===== config.mk =====
export PLATFORM = sky130hd
export DESIGN_NAME = btb_front
export DESIGN_NICKNAME = d
export VERILOG_FILES = /design/src/rtl/core/btb_pkg.sv /design/src/rtl/core/btb_front.sv
export SDC_FILE = /design/constraint.sdc
export NUM_CORES = 1
export LEC_CHECK = 0
export ABC_AREA = 1
export BUFFER_PORTS_ARGS = -buffer_cell sky130_fd_sc_hd__buf_4
export CORE_MARGIN = 5
export CORE_UTILIZATION = 35
export CTS_CLUSTER_DIAMETER = 150
export CTS_CLUSTER_SIZE = 8
export DETAILED_ROUTE_END_ITERATION = 6
export GPL_ROUTABILITY_DRIVEN = 1
export GPL_TIMING_DRIVEN = 0
export SYNTH_ARGS = -nofsm -noshare
export SYNTH_HDL_FRONTEND = slang
export SYNTH_SLANG_ARGS = --single-unit

===== constraint.sdc =====
create_clock -name i_clk -period 29.3 [get_ports i_clk]
set_input_delay 1.465 -clock i_clk [delete_from_list [all_inputs] [get_ports i_clk]]
set_output_delay 1.465 -clock i_clk [all_outputs]
set_load 0.005 [all_outputs]

===== src/rtl/core/btb_pkg.sv =====
// Branch target buffer package: sizes, command codes, request and entry types.
package btb_pkg;

    localparam int INDEX_BITS  = 10;
    localparam int OFFSET_BITS = 6;

    localparam int NUM_ENTRIES = 1 << INDEX_BITS;
    localparam int TAG_SHIFT   = OFFSET_BITS + INDEX_BITS;
    localparam int TAG_W       = 64 - TAG_SHIFT;
    localparam int OFF_W       = (OFFSET_BITS > 0) ? OFFSET_BITS : 1;
    localparam logic [63:0] OFF_MASK = (64'd1 << OFFSET_BITS) - 64'd1;

    localparam int QUEUE_DEPTH = 2;
    localparam int QPTR_W      = $clog2(QUEUE_DEPTH);
    localparam int QCNT_W      = $clog2(QUEUE_DEPTH + 1);

    localparam logic [1:0] CMD_PREDICT  = 2'd0;
    localparam logic [1:0] CMD_LOOKUP   = 2'd1;
    localparam logic [1:0] CMD_TRAIN_TGT = 2'd2;
    localparam logic [1:0] CMD_TRAIN_CNT = 2'd3;

    localparam logic [1:0] CNT_RESET_TAKEN = 2'd2;
    localparam logic [1:0] CNT_MAX         = 2'd3;

    typedef struct packed {
        logic [1:0]            cmd;
        logic [INDEX_BITS-1:0] index;
        logic [TAG_W-1:0]      tag;
        logic [OFF_W-1:0]      offset;
        logic [63:0]           next_seq;
        logic [63:0]           target;
        logic                  not_taken;
        logic                  same_line;
    } t_btb_req;

    typedef struct packed {
        logic             valid;
        logic [TAG_W-1:0] tag;
        logic [OFF_W-1:0] offset;
        logic [63:0]      target;
        logic [1:0]       counter;
    } t_btb_entry;

endpackage


===== src/rtl/core/btb_front.sv =====
// Branch target buffer front end: request decode and two-entry request queue.
module btb_front import btb_pkg::*; (
    input  logic        i_clk,
    input  logic        i_rst_n,
    input  logic        i_valid,
    output logic        o_stall,
    input  logic [1:0]  i_cmd,
    input  logic [63:0] i_pc,
    input  logic [63:0] i_next_seq,
    input  logic [63:0] i_branch_target,
    input  logic        i_not_taken,
    input  logic        i_clearing,
    output t_btb_req    o_req,
    output logic        o_req_valid,
    input  logic        i_req_pop
);

    t_btb_req              r_q [QUEUE_DEPTH];
    logic [QPTR_W-1:0]     r_wp;
    logic [QPTR_W-1:0]     r_rp;
    logic [QCNT_W-1:0]     r_cnt;
    logic [QCNT_W-1:0]     n_cnt;
    t_btb_req              dec;
    logic                  push;
    logic                  full;

    always_comb begin
        dec.cmd       = i_cmd;
        dec.index     = INDEX_BITS'(i_pc >> OFFSET_BITS);
        dec.tag       = TAG_W'(i_pc >> TAG_SHIFT);
        dec.offset    = OFF_W'(i_pc & OFF_MASK);
        dec.next_seq  = i_next_seq;
        dec.target    = i_branch_target;
        dec.not_taken = i_not_taken;
        dec.same_line = (INDEX_BITS'(i_branch_target >> OFFSET_BITS) == dec.index) &&
                        (TAG_W'(i_branch_target >> TAG_SHIFT) == dec.tag);
    end

    assign full        = (r_cnt == QCNT_W'(QUEUE_DEPTH));
    assign o_stall     = full || i_clearing;
    assign push        = i_valid && !o_stall;
    assign o_req_valid = (r_cnt != '0);
    assign o_req       = r_q[r_rp];

    always_comb begin
        n_cnt = r_cnt;
        if (push && !i_req_pop) begin
            n_cnt = r_cnt + QCNT_W'(1);
        end else if (!push && i_req_pop) begin
            n_cnt = r_cnt - QCNT_W'(1);
        end
    end

    always_ff @(posedge i_clk) begin
        if (!i_rst_n) begin
            r_wp  <= '0;
            r_rp  <= '0;
            r_cnt <= '0;
        end else begin
            r_cnt <= n_cnt;
            if (push) begin
                r_wp <= (r_wp == QPTR_W'(QUEUE_DEPTH - 1)) ? '0 : r_wp + QPTR_W'(1);
            end
            if (i_req_pop) begin
                r_rp <= (r_rp == QPTR_W'(QUEUE_DEPTH - 1)) ? '0 : r_rp + QPTR_W'(1);
            end
        end
    end

    always_ff @(posedge i_clk) begin
        if (push) begin
            r_q[r_wp] <= dec;
        end
    end

`ifndef SYNTHESIS
    a_pop_not_empty: assert property (@(posedge i_clk) disable iff (!i_rst_n)
        i_req_pop |-> (r_cnt != '0))
        else $error("request queue popped while empty");
`endif

endmodule


==> impl_metrics.yaml <==
run_status:
  status: "completed"
clocking:
  cts_hold_buf: 0
  clockBufferDepth: 3
  cts_made_buffers: 55
  cts_max_level: 2
  postCtsResizedCells: 0
  clkSlewWorstSetupHoldPaths_ns: 0.05
  root_buffer: "clkbuf_16"
  cts_sinks: 397
  cts_setup_buffers: 0
  clk_latency_ns: 0.57
  cts_tree: "built"
yosys:
  ys_warn_count: 0
  synth_area_leaders: "edfxtp_1 74%, mux2_4 13%, mux2_2 4.0%"
  syn_area_um2: 15800
  yosysSeqAreaShare_pct: 75.1
  synth_top_area_cell: "edfxtp_1"
  avgSynthCellArea_um2: 19.3
  ys_types: 15
  yosysTopAreaCellShare_pct: 74.4
  ys_ff_latch: 397
  syn_inst: 820
  syn-num-nets: 1021
finish:
  drive_above_1_share_pct: 53.0
  syn2layout_area_growth_pct: 34.5
  antenna-diode-count: 0
  final_common_cell: "buf_4"
  final_cell_mix: "397 x buf_4, 392 x edfxtp_1, 140 x mux2_4"
  num-nets-final: 1489
placement:
  post-dp-hpwl_um: 26800
  io_buffers: 397
  gp_congestion: 0.737
floorplanning:
  core_um2: 44500
  die-width_um: 223
  io_pins: 398
  rows: 77
  die_h_um: 223
  die_area_um2: 49500
  start_util_pct: 35.5
timing:
  slew_viol_final: 0
  finalSetupTns_ns: 0
  hold_violations: 0
  worstMarginPinSlew_ns: 0.859
  slew_headroom_pct: 42.6
  period_share_pct: 11.7
  min_period_ns: 3.43
  rsz0062_at_grt: "false"
  worst_hold_slack_ns: 0.496
  fmax_mhz: 292
  clock_skew_ns: 0.0160
  finalSetupViolations: 0
power:
  p_switching_uw: 282
  netSwitchingFraction_pct: 20.8
  max-vdd-ir-drop_mv: 0.0428
  pwr-share-clk_pct: 40.2
  p_per_area_nw_per_um2: 63.5
  p_leak_nw: 8.31
  pwr-share-comb_pct: 11.3
  seqPwrFrac_pct: 48.6
  intPower_mw: 1.07
detailed_routing:
  vias: 8421
  first_pass_iters: 4
  drc: 0
  drt_wl_total_um: 37000
  via_per_inst: 4.45
  postRouteAntennaNets: 0
  drt_iter0_drc: 328
  wire_per_inst_um: 19.6
grt:
  grt.overflow.total: 0
  grt_use_total_pct: 14.4
  antenna_found_initial: 1
  grt_first_pass_wirelength_um: 54500
  grt_max_degree: 32
  grt_pass1_vias: 9065
critical_path:
  arrival_ns: 1.96
  required_ns: 27.83
  cp-start-kind: "flip-flop"
  critPathKind: "reg -> out"
  end_kind: "output pin"
  path_max_fanout: 10
run:
  cap_violations: 0
hold_path:
  hp-class: "reg -> reg"
power by group through the flow:
stage	sequential [mW]	clock (mW)	combinational, mW
3_5_place_dp	0.667	0	0.156
6_report	0.657	0.543	0.152
3_3_place_gp	0.680	0	0.150
2_1_floorplan	0.674	0	0.0700
5_1_grt	0.657	0.590	0.165
4_1_cts	0.656	0.564	0.157
worst max-delay path, stage by stage (launching register included):
cell and delay, ns:
dfxtp_1 0.32, buf_6 0.13, buf_6 0.23, buf_6 0.23, mux2_4 0.33, buf_4 0.14
layout make-up:
type / instances / area, um2
Tap cell: 592 / 741
Inverter: 38 / 143
Clock inverter: 2 / 13.8
Sequential cell: 397 / 11900
Timing Repair Buffer: 411 / 3270
Fill cell: 3849 / 23200
Buffer: 22 / 216
Multi-Input combinational cell: 363 / 3600
Clock buffer: 66 / 1420
synth_stat cells, drive strengths merged:
cell and instances:
a21oi 4, nor2 30, nand2 84, nand3 3, xnor2 38, buf 22, inv 38, dfxtp 5
ha 1, o21ai 4, edfxtp 392, xor2 3, mux2 196
layer usage:
layer | GRT usage (%) | share of wire (%) | up-vias
li1 | - | - | 3973
met1 | 16.8 | 39 | 4088
met2 | 24.7 | 50 | 293
met3 | 5.89 | 9.0 | 65
met4 | 3.79 | 2.3 | 2
met5 | 0 | 0.035 | -
stage by stage:
step | utilization, % | area (um2) | instances | power (mW) | setup WS (ns)
2_1_floorplan | - | 15800 | 820 | 0.744 | 18.74
3_3_place_gp | 43.9 | 19500 | 1809 | 0.829 | 12.87
3_5_place_dp | 44.6 | 19800 | 1823 | 0.823 | 25.33
4_1_cts | 47.8 | 21300 | 1891 | 1.38 | 25.75
5_1_grt | 47.8 | 21300 | 1891 | 1.41 | 25.73
6_report | 47.8 | 21300 | 1891 | 1.35 | 25.87
path summary, 6_finish.rpt:
check,start,to,slack [ns],depth (start not counted)
min reg2reg,r_rp,flip-flop,0.50,2
max,flip-flop,o_req[52],25.87,5
max reg2reg,r_cnt[0],r_q[1][107],26.54,8
min,r_rp,flip-flop,0.50,2
registers in the layout (all words and copies together), names as in the netlist, named ones only:
signal  flops
r_cnt       2
r_rp        1
r_wp        1
r_q       392
cell families after synthesis:
group	count (synthesis)	share of synthesized area [%]
compound gates	8	0.253
buf+inv	60	2.27
simple gates	117	2.80
fa+ha+maj	1	0.0791
xor+xnor	41	2.27
flops	397	75.1
mux	196	17.3
No activity file was read; power rests on OpenSTA's default activity.
